<file path="src/design/dbts_pkg.sv">
// ----------------------------------------------------------------------------
// dbts_pkg
// Shared constants and types for the direct branch target scanner.
// ----------------------------------------------------------------------------
package dbts_pkg;

    // Width of the body byte position counter
    localparam int PosBits = 32;
    // Width of the exact target sum: base, offset and signed displacement
    localparam int SumW    = 66;
    // Width of a signed displacement
    localparam int RelW    = 33;
    // Depth of the byte history window
    localparam int WinDepth = 5;

    // Architecture modes
    localparam logic [1:0] MODE_X86   = 2'd0;
    localparam logic [1:0] MODE_A64   = 2'd1;
    localparam logic [1:0] MODE_THUMB = 2'd2;
    localparam logic [1:0] MODE_NONE  = 2'd3;

    // Match kinds
    localparam logic [1:0] KIND_X86_CALL  = 2'd0;
    localparam logic [1:0] KIND_X86_SLOT  = 2'd1;
    localparam logic [1:0] KIND_A64_B     = 2'd2;
    localparam logic [1:0] KIND_THUMB_BL  = 2'd3;

    // Configuration register indexes
    localparam logic CFG_ARCH_MODE = 1'b0;
    localparam logic CFG_BODY_BASE = 1'b1;

    // Opcode bytes and masks
    localparam logic [7:0]  X86_CALL_OP   = 8'he8;
    localparam logic [7:0]  X86_GRP5_OP   = 8'hff;
    localparam logic [7:0]  X86_MODRM_RIP = 8'h15;
    localparam logic [31:0] A64_B_MASK    = 32'h7c00_0000;
    localparam logic [31:0] A64_B_MATCH   = 32'h1400_0000;
    localparam logic [15:0] T2_HI_MASK    = 16'hf800;
    localparam logic [15:0] T2_HI_MATCH   = 16'hf000;
    localparam logic [15:0] T2_LO_MASK    = 16'hc000;

    // One result item
    typedef struct packed {
        logic [63:0] target;
        logic [1:0]  kind;
        logic [31:0] start;
        logic        last;
    } res_t;

endpackage

</file>
<file path="src/design/direct_branch_target_scanner_unit.sv">
// ----------------------------------------------------------------------------
// direct_branch_target_scanner_unit
// Scans a code body byte by byte and reports direct branch targets.
// ----------------------------------------------------------------------------
// Usage:
//   s_* carries one code byte per item (tdata) and the end-of-body mark
//   (tlast). m_* carries one result item: target address and start offset in
//   tdata, match kind in tuser, and tlast on the last result of a byte.
//   cfg_we/cfg_index/cfg_data write arch_mode (0) and body_base (1); write
//   them only while no items are in flight.
// Pipeline and throughput:
//   A byte enters an input register, the matchers and a single 66-bit target
//   adder work between that register and a two-entry result buffer, and the
//   results are driven from that buffer. One byte is taken every cycle while
//   m_tready stays high; a byte that causes two results holds the input while
//   the second result drains.
// Reset:
//   aresetn (synchronous, active low) clears the window, the position, the
//   pipeline valids and sets arch_mode to no decoding and body_base to zero.
// Stall:
//   When m_tready is low the result buffer holds, the input register fills,
//   and then s_tready drops; nothing is lost.
// ----------------------------------------------------------------------------
module direct_branch_target_scanner_unit
    import dbts_pkg::*;
(
    input  logic         aclk,
    input  logic         aresetn,
    // configuration write port
    input  logic         cfg_we,
    input  logic         cfg_index,
    input  logic [63:0]  cfg_data,
    // input stream
    input  logic         s_tvalid,
    output logic         s_tready,
    input  logic [7:0]   s_tdata,   // [7:0] code_byte
    input  logic         s_tlast,   // last_byte
    // result stream
    output logic         m_tvalid,
    input  logic         m_tready,
    output logic [95:0]  m_tdata,   // [63:0] target_address, [95:64] start_offset
    output logic [1:0]   m_tuser,   // [1:0] match_kind
    output logic         m_tlast    // run_last
);

    // configuration
    logic [1:0]  mode_reg;
    logic [63:0] base_reg;

    // scan state
    logic [7:0]         win_reg [WinDepth];
    logic [PosBits-1:0] pos_reg;

    // input register
    logic               s1_valid_reg;
    logic [7:0]         s1_cur_reg;
    logic [7:0]         s1_win_reg [WinDepth];
    logic [PosBits-1:0] s1_pos_reg;

    // result buffer
    logic [1:0] cnt_reg, cnt_next;
    res_t       e0_reg, e0_next, e1_reg, e1_next;

    logic s_acc, pop, load;
    logic [1:0] cnt_after_pop;

    // Write configuration registers
    always_ff @(posedge aclk) begin
        if (!aresetn) begin
            mode_reg <= MODE_NONE;
            base_reg <= '0;
        end else if (cfg_we) begin
            case (cfg_index)
                CFG_ARCH_MODE: mode_reg <= cfg_data[1:0];
                CFG_BODY_BASE: base_reg <= cfg_data;
                default: ;
            endcase
        end
    end

    // Handshake
    assign pop           = m_tvalid && m_tready;
    assign cnt_after_pop = cnt_reg - {1'b0, pop};
    assign load          = s1_valid_reg && (cnt_after_pop == 2'd0);
    assign s_tready      = !s1_valid_reg || load;
    assign s_acc         = s_tvalid && s_tready;

    // Advance window and position on each accepted item; clear both after the last byte
    always_ff @(posedge aclk) begin
        if (!aresetn) begin
            for (int i = 0; i < WinDepth; i++) win_reg[i] <= '0;
            pos_reg <= '0;
        end else if (s_acc) begin
            if (s_tlast) begin
                for (int i = 0; i < WinDepth; i++) win_reg[i] <= '0;
                pos_reg <= '0;
            end else begin
                for (int i = WinDepth - 1; i > 0; i--) win_reg[i] <= win_reg[i-1];
                win_reg[0] <= s_tdata;
                pos_reg    <= pos_reg + PosBits'(1);
            end
        end
    end

    // Capture the item with a snapshot of the window
    always_ff @(posedge aclk) begin
        if (!aresetn) begin
            s1_valid_reg <= 1'b0;
        end else if (s_tready) begin
            s1_valid_reg <= s_tvalid;
        end
        if (s_acc) begin
            s1_cur_reg <= s_tdata;
            for (int i = 0; i < WinDepth; i++) s1_win_reg[i] <= win_reg[i];
            s1_pos_reg <= pos_reg;
        end
    end

    // Match logic
    logic [7:0]  b1, b2, b3, b4, b5;
    logic [31:0] word;
    logic [15:0] th_hi, th_lo;
    logic        slot_hit, call_hit, a64_hit, th_hit;
    logic        th_s, th_i1, th_i2;
    logic [24:0] th_v;
    logic [RelW-1:0]    rel;
    logic [PosBits:0]   off;
    logic [63:0]        base_sel;
    logic [SumW-1:0]    sum;
    logic               in_range;
    logic [PosBits-1:0] p;

    always_comb begin
        p     = s1_pos_reg;
        b1    = s1_win_reg[0];
        b2    = s1_win_reg[1];
        b3    = s1_win_reg[2];
        b4    = s1_win_reg[3];
        b5    = s1_win_reg[4];
        word  = {s1_cur_reg, b1, b2, b3};
        th_hi = {b2, b3};
        th_lo = {s1_cur_reg, b1};

        slot_hit = (mode_reg == MODE_X86) && (p >= PosBits'(5)) &&
                   (b5 == X86_GRP5_OP) && (b4 == X86_MODRM_RIP);
        call_hit = (mode_reg == MODE_X86) && (p >= PosBits'(4)) &&
                   (b4 == X86_CALL_OP);
        a64_hit  = (mode_reg == MODE_A64) && (p >= PosBits'(3)) &&
                   (p[1:0] == 2'b11) && ((word & A64_B_MASK) == A64_B_MATCH);
        th_hit   = (mode_reg == MODE_THUMB) && (p >= PosBits'(3)) && p[0] &&
                   ((th_hi & T2_HI_MASK) == T2_HI_MATCH) &&
                   ((th_lo & T2_LO_MASK) == T2_LO_MASK);

        // Thumb displacement with inverted J bits
        th_s  = th_hi[10];
        th_i1 = ~(th_lo[13] ^ th_s);
        th_i2 = ~(th_lo[11] ^ th_s);
        th_v  = {th_s, th_i1, th_i2, th_hi[9:0], th_lo[10:0], 1'b0};

        // Select operands for the shared target adder
        case (mode_reg)
            MODE_A64: begin
                rel      = {{5{word[25]}}, word[25:0], 2'b00};
                off      = {1'b0, p - PosBits'(3)};
                base_sel = base_reg;
            end
            MODE_THUMB: begin
                rel      = {{(RelW-25){th_v[24]}}, th_v};
                off      = {1'b0, p} + (PosBits+1)'(1);
                base_sel = {base_reg[63:1], 1'b0};
            end
            default: begin
                rel      = {word[31], word};
                off      = {1'b0, p} + (PosBits+1)'(1);
                base_sel = base_reg;
            end
        endcase

        // Exact sum; anything outside 64 bits is dropped
        sum = {2'b00, base_sel} + {{(SumW-PosBits-1){1'b0}}, off} +
              {{(SumW-RelW){rel[RelW-1]}}, rel};
        in_range = (sum[SumW-1:64] == '0);
    end

    // Build result entries for this item
    res_t r_slot, r_call, r_a64, r_th;
    logic [1:0] n_res;
    res_t       n0, n1;

    always_comb begin
        r_slot = '{target: sum[63:0], kind: KIND_X86_SLOT,
                   start: 32'(p - PosBits'(5)), last: 1'b1};
        r_call = '{target: sum[63:0], kind: KIND_X86_CALL,
                   start: 32'(p - PosBits'(4)), last: 1'b1};
        r_a64  = '{target: sum[63:0], kind: KIND_A64_B,
                   start: 32'(p - PosBits'(3)), last: 1'b1};
        r_th   = '{target: sum[63:0], kind: KIND_THUMB_BL,
                   start: 32'(p - PosBits'(3)), last: 1'b1};
        n0 = r_call;
        n1 = r_call;
        n_res = 2'd0;
        if (in_range) begin
            if (slot_hit && call_hit) begin
                n0      = r_slot;
                n0.last = 1'b0;
                n_res   = 2'd2;
            end else if (slot_hit) begin
                n0    = r_slot;
                n_res = 2'd1;
            end else if (call_hit) begin
                n_res = 2'd1;
            end else if (a64_hit) begin
                n0    = r_a64;
                n_res = 2'd1;
            end else if (th_hit) begin
                n0    = r_th;
                n_res = 2'd1;
            end
        end
    end

    // Result buffer: load when drained, else shift on pop
    always_comb begin
        cnt_next = cnt_after_pop;
        e0_next  = e0_reg;
        e1_next  = e1_reg;
        if (load) begin
            cnt_next = n_res;
            e0_next  = n0;
            e1_next  = n1;
        end else if (pop) begin
            e0_next = e1_reg;
        end
    end

    always_ff @(posedge aclk) begin
        if (!aresetn) begin
            cnt_reg <= 2'd0;
        end else begin
            cnt_reg <= cnt_next;
        end
        e0_reg <= e0_next;
        e1_reg <= e1_next;
    end

    // Drive result channel from the buffer head
    assign m_tvalid = (cnt_reg != 2'd0);
    assign m_tdata  = {e0_reg.start, e0_reg.target};
    assign m_tuser  = e0_reg.kind;
    assign m_tlast  = e0_reg.last;

endmodule

</file>
<file path="config.mk">
export PLATFORM = sky130hd
export DESIGN_NAME = direct_branch_target_scanner_unit
export DESIGN_NICKNAME = d
export VERILOG_FILES = /design/src/design/dbts_pkg.sv /design/src/design/direct_branch_target_scanner_unit.sv
export SDC_FILE = /design/constraint.sdc
export NUM_CORES = 1
export LEC_CHECK = 0
export ABC_AREA = 1
export BUFFER_PORTS_ARGS = -buffer_cell sky130_fd_sc_hd__buf_2
export CAP_MARGIN = 20
export CORE_MARGIN = 2
export CORE_UTILIZATION = 62
export CTS_CLUSTER_SIZE = 30
export DETAILED_ROUTE_END_ITERATION = 10
export PLACE_DENSITY = 0.81
export REMOVE_ABC_BUFFERS = 1
export SLEW_MARGIN = 10
export SYNTH_ARGS = -nofsm -noshare
export SYNTH_HDL_FRONTEND = slang
export SYNTH_SLANG_ARGS = --single-unit
</file>
<file path="constraint.sdc">
create_clock -name aclk -period 6.55 [get_ports aclk]
set_clock_uncertainty 0.2 [all_clocks]
set_input_delay 0.3275 -clock aclk [delete_from_list [all_inputs] [get_ports aclk]]
set_output_delay 0.3275 -clock aclk [all_outputs]
set_load 0.005 [all_outputs]
</file>
==> tab_implementation.tex <==
\begin{tabular}{lr}
\hline
Metric & Value \\
\hline
\multicolumn{2}{l}{\textbf{Outcome}} \\
Run status & finished clean \\
\multicolumn{2}{l}{\textbf{Logic synthesis}} \\
Yosys reg bits & between 400 and 500 \\
Share of flip-flops with an asynchronous set or reset & 0\% \\
Library cell occupying the most area in the post-synthesis netlist & edfxtp\_1 \\
Number of enable-type register cells in the synthesized netlist & 315 \\
Synthesis warning total & 0 \\
Sequential-to-total area share from yosys stat & 43.7\% \\
Share of the synthesized area in the top cell type & a little over a third \\
Top post-synthesis cells by area & edfxtp\_1 (36\%), nand2\_1 (13\%), dfxtp\_1 (7.7\%) \\
Mean post-synth cell area & about 7.8 µm² \\
Most used standard cells in the synthesized netlist & nand2\_1 (908), inv\_1 (497), nor2\_1 (390) \\
Syn Inst Count & 3,383 \\
Post-synth top flop & edfxtp\_1 \\
Distinct cell type count of the synthesized netlist & 60 \\
Combined area of all synthesized cells & $\sim$26,000 µm² \\
Most frequent cell after synthesis & nand2\_1 \\
\multicolumn{2}{l}{\textbf{Worst setup path}} \\
Slowest Stage Delay on Critical Path & 0.54 ns \\
Critical Path Fanout Max & 31 \\
CP Buf/Inv Count & 7 \\
Data required, critical path & roughly 6.7 ns \\
Most Frequent Cell on Critical Path & nand2\_1 \\
Max stage delay cell, worst path & fa\_1 \\
Nature of the critical path endpoint & flop \\
Type of element launching the critical path & flop \\
Critical setup path kind & reg2reg \\
Critical path data arrival time & approximately 6.4 ns \\
CP delay by family, top & simple AND/OR/NAND/NOR gates \\
\multicolumn{2}{l}{\textbf{Place}} \\
Post-place setup slack & 0.376 ns \\
Cell area after placement & 27,800 µm² \\
Routability cong. & around 1.1 \\
Half-perimeter wire length after placement & around 65 mm \\
Count of buffers from port buffering & between 150 and 200 \\
\multicolumn{2}{l}{\textbf{STA}} \\
Final-layout setup total negative slack & 0 ns \\
Hold slack final & slightly above 0.03 ns \\
Highest achievable clock rate & 0.160 GHz \\
Slew at the pin closest to its max-slew limit & 1.06 ns \\
Worst slew margin relative to its limit & 29.0\% \\
RSZ-0062 raised after global routing & no \\
Shortest period the worst path allows & 6.26 ns \\
Final count of negative-setup-slack endpoints & 0 \\
Number of hold violations in the final report & 0 \\
Setup slack after layout & 0.289 ns \\
Slew Viols, Final & 0 \\
Share of the clock period used by the worst path after layout & between 90\% and 100\% \\
\multicolumn{2}{l}{\textbf{Run}} \\
Max-cap viol count & 0 \\
\multicolumn{2}{l}{\textbf{Floorplan}} \\
Die boundary width & about 210 µm \\
Standard-cell rows & 75 \\
Core outline area & 41,900 µm² \\
Total Die Area & about 44,000 µm² \\
I/O pin count & 180 \\
Vertical extent of the die & 210 µm \\
Initial standard-cell utilization of the core & 62.8\% \\
\multicolumn{2}{l}{\textbf{Final layout}} \\
Net count, final & 3,848 \\
Final instance area & 30,000 µm² \\
Area Overhead vs Synth & 14.2\% \\
Fill cell total of the finished layout & 3,194 \\
Fraction of layout instances using a drive strength above 1 & roughly a tenth \\
\multicolumn{2}{l}{\textbf{Clocking}} \\
Root cell of the clock tree & clkbuf\_16 \\
Reg clk slew, reported paths & 0.07 ns \\
Number of buffers added by the clock tree synthesis step & 43 \\
Number of sinks handled by clock tree synthesis & 416 \\
Maximum count of clock buffers along a single path & 3 \\
Clock latency on the worst-skew pair & 0.60 ns \\
Clock tree from TritonCTS & yes \\
Deepest level of the CTS H-tree & 2 \\
\multicolumn{2}{l}{\textbf{GRT}} \\
Largest net degree at the start of global routing & 114 \\
Wire length of the first global-routing pass & 132 mm \\
Via count of the first global-routing pass & 23.2k \\
Overflow after GRT & 0 \\
Total GRT Usage & 39.5\% \\
Initial antenna violation count & 1 \\
\multicolumn{2}{l}{\textbf{Power}} \\
Areal power density over the cells & 318 nW/µm² \\
Worst vdd rail ir drop & about 0.36 mV \\
Power, Total & between 0.009 and 0.01 W \\
Lkg Pwr & between 10 and 15 nW \\
\multicolumn{2}{l}{\textbf{Drt}} \\
TritonRoute pass-1 iters & 7 \\
Routed via count divided by cell count & 5.89 \\
Count of vias placed by the detailed router & $\sim$25k \\
Total length of routed wires & $\sim$88 mm \\
Antenna-violating nets left & 0 \\
Number of design-rule violations left by the first detailed-router iteration & 3,087 \\
Number of remaining DRC errors & 0 \\
Routed len/inst & 20.9 µm \\
\multicolumn{2}{l}{\textbf{Worst hold path}} \\
Hold Path Class & in2reg \\
\hline
\end{tabular}
## layout by cell type (no fill, tap or decap), types with 19 or more instances in the layout
| master | instances |
|---|---|
| xor2_1 | 109 |
| edfxtp_1 | 315 |
| nand4_1 | 36 |
| inv_1 | 496 |
| a21oi_1 | 148 |
| nor2_1 | 389 |
| clkbuf_16 | 43 |
| nand3_1 | 198 |
| nor3_1 | 44 |
| buf_2 | 179 |
| dfxtp_1 | 101 |
| fa_1 | 34 |
| nand2_1 | 906 |
| dlygate4sd3_1 | 75 |
| o21ai_0 | 185 |
| or2_2 | 19 |
| ha_1 | 106 |
| buf_4 | 44 |
## worst paths after layout
check                                from                           to  slack [ns]  cells after the start
min reg2reg  win_reg[0][35]$_SDFFCE_PN0P_  s1_win_reg[0][35]$_DFFE_PP_        0.23                      0
max                        p[2]$_DFFE_PP_        m_tdata[87]$_DFFE_PP_        0.29                     34
min                          cfg_data[21]    base_reg[21]$_SDFFE_PN0P_        0.03                      3
max reg2reg                p[2]$_DFFE_PP_        m_tdata[87]$_DFFE_PP_        0.29                     34
## worst min-delay path, delay by kind of cell
| kind | cells | cell delay (ns) |
|---|---|---|
| AOI/OAI and AO/OA | 2 | 0.38 |
| buffers and inverters | 1 | 0.07 |
## metrics by stage
step | cells | util [%]
6_report | 4203 | 71.7
5_1_grt | 4202 | 71.7
3_5_place_dp | 4041 | 66.3
4_1_cts | 4196 | 71.5
3_3_place_gp | 4041 | 66.3
2_1_floorplan | 3282 | -
## repair_timing
action | CTS | global route
setup endpoints to repair | 0 | 31
resized for setup | 0 | 3
endpoints found under the hold margin | 81 | 0
setup buffers | 0 | 5
hold buffers | 75 | 0
## kinds of logic (layout without fill, tap and decap cells)
logic type	count (synthesis)	after routing	synth area share, %
other	1	2	0.0143
buffers and inverters	608	888	8.93
adder cells (fa/ha/maj)	141	141	7.69
AO/OA/AOI/OAI	420	420	8.89
XOR/XNOR	123	123	4.10
flip-flops	416	416	43.7
AND/OR/NAND/NOR	1672	1672	26.6
multiplexers	2	2	0.0762
## area by class of cell
type,instances,area [µm²],area share [%]
tap,539,674,2.25
timing repair buffer,301,2040,6.79
inverter,507,1910,6.36
sequential,416,11500,38.3
multi-input combinational,2359,12500,41.6
clock inverter,23,240,0.801
antenna,1,2.50,0.00834
clock buffer,57,1180,3.93
## power breakdown
group | internal, W | switching (W)
clock network | 0.00140 | 0.00110
registers | 0.00354 | 0.000209
logic | 0.00101 | 0.00228
total | 0.00595 | 0.00359
## layer usage
layer  GRT usage (%)  part of all wire (%)  vias up  wire length, µm
met3            9.50                    12      249            10800
li1                -                     -    11411                -
met5               0                 0.015        -               13
met2            59.4                    43     1535            38000
met1            55.8                    41    11578            35700
met4            14.3                   3.8        2             3350
Power figures use the tool's default switching activity.
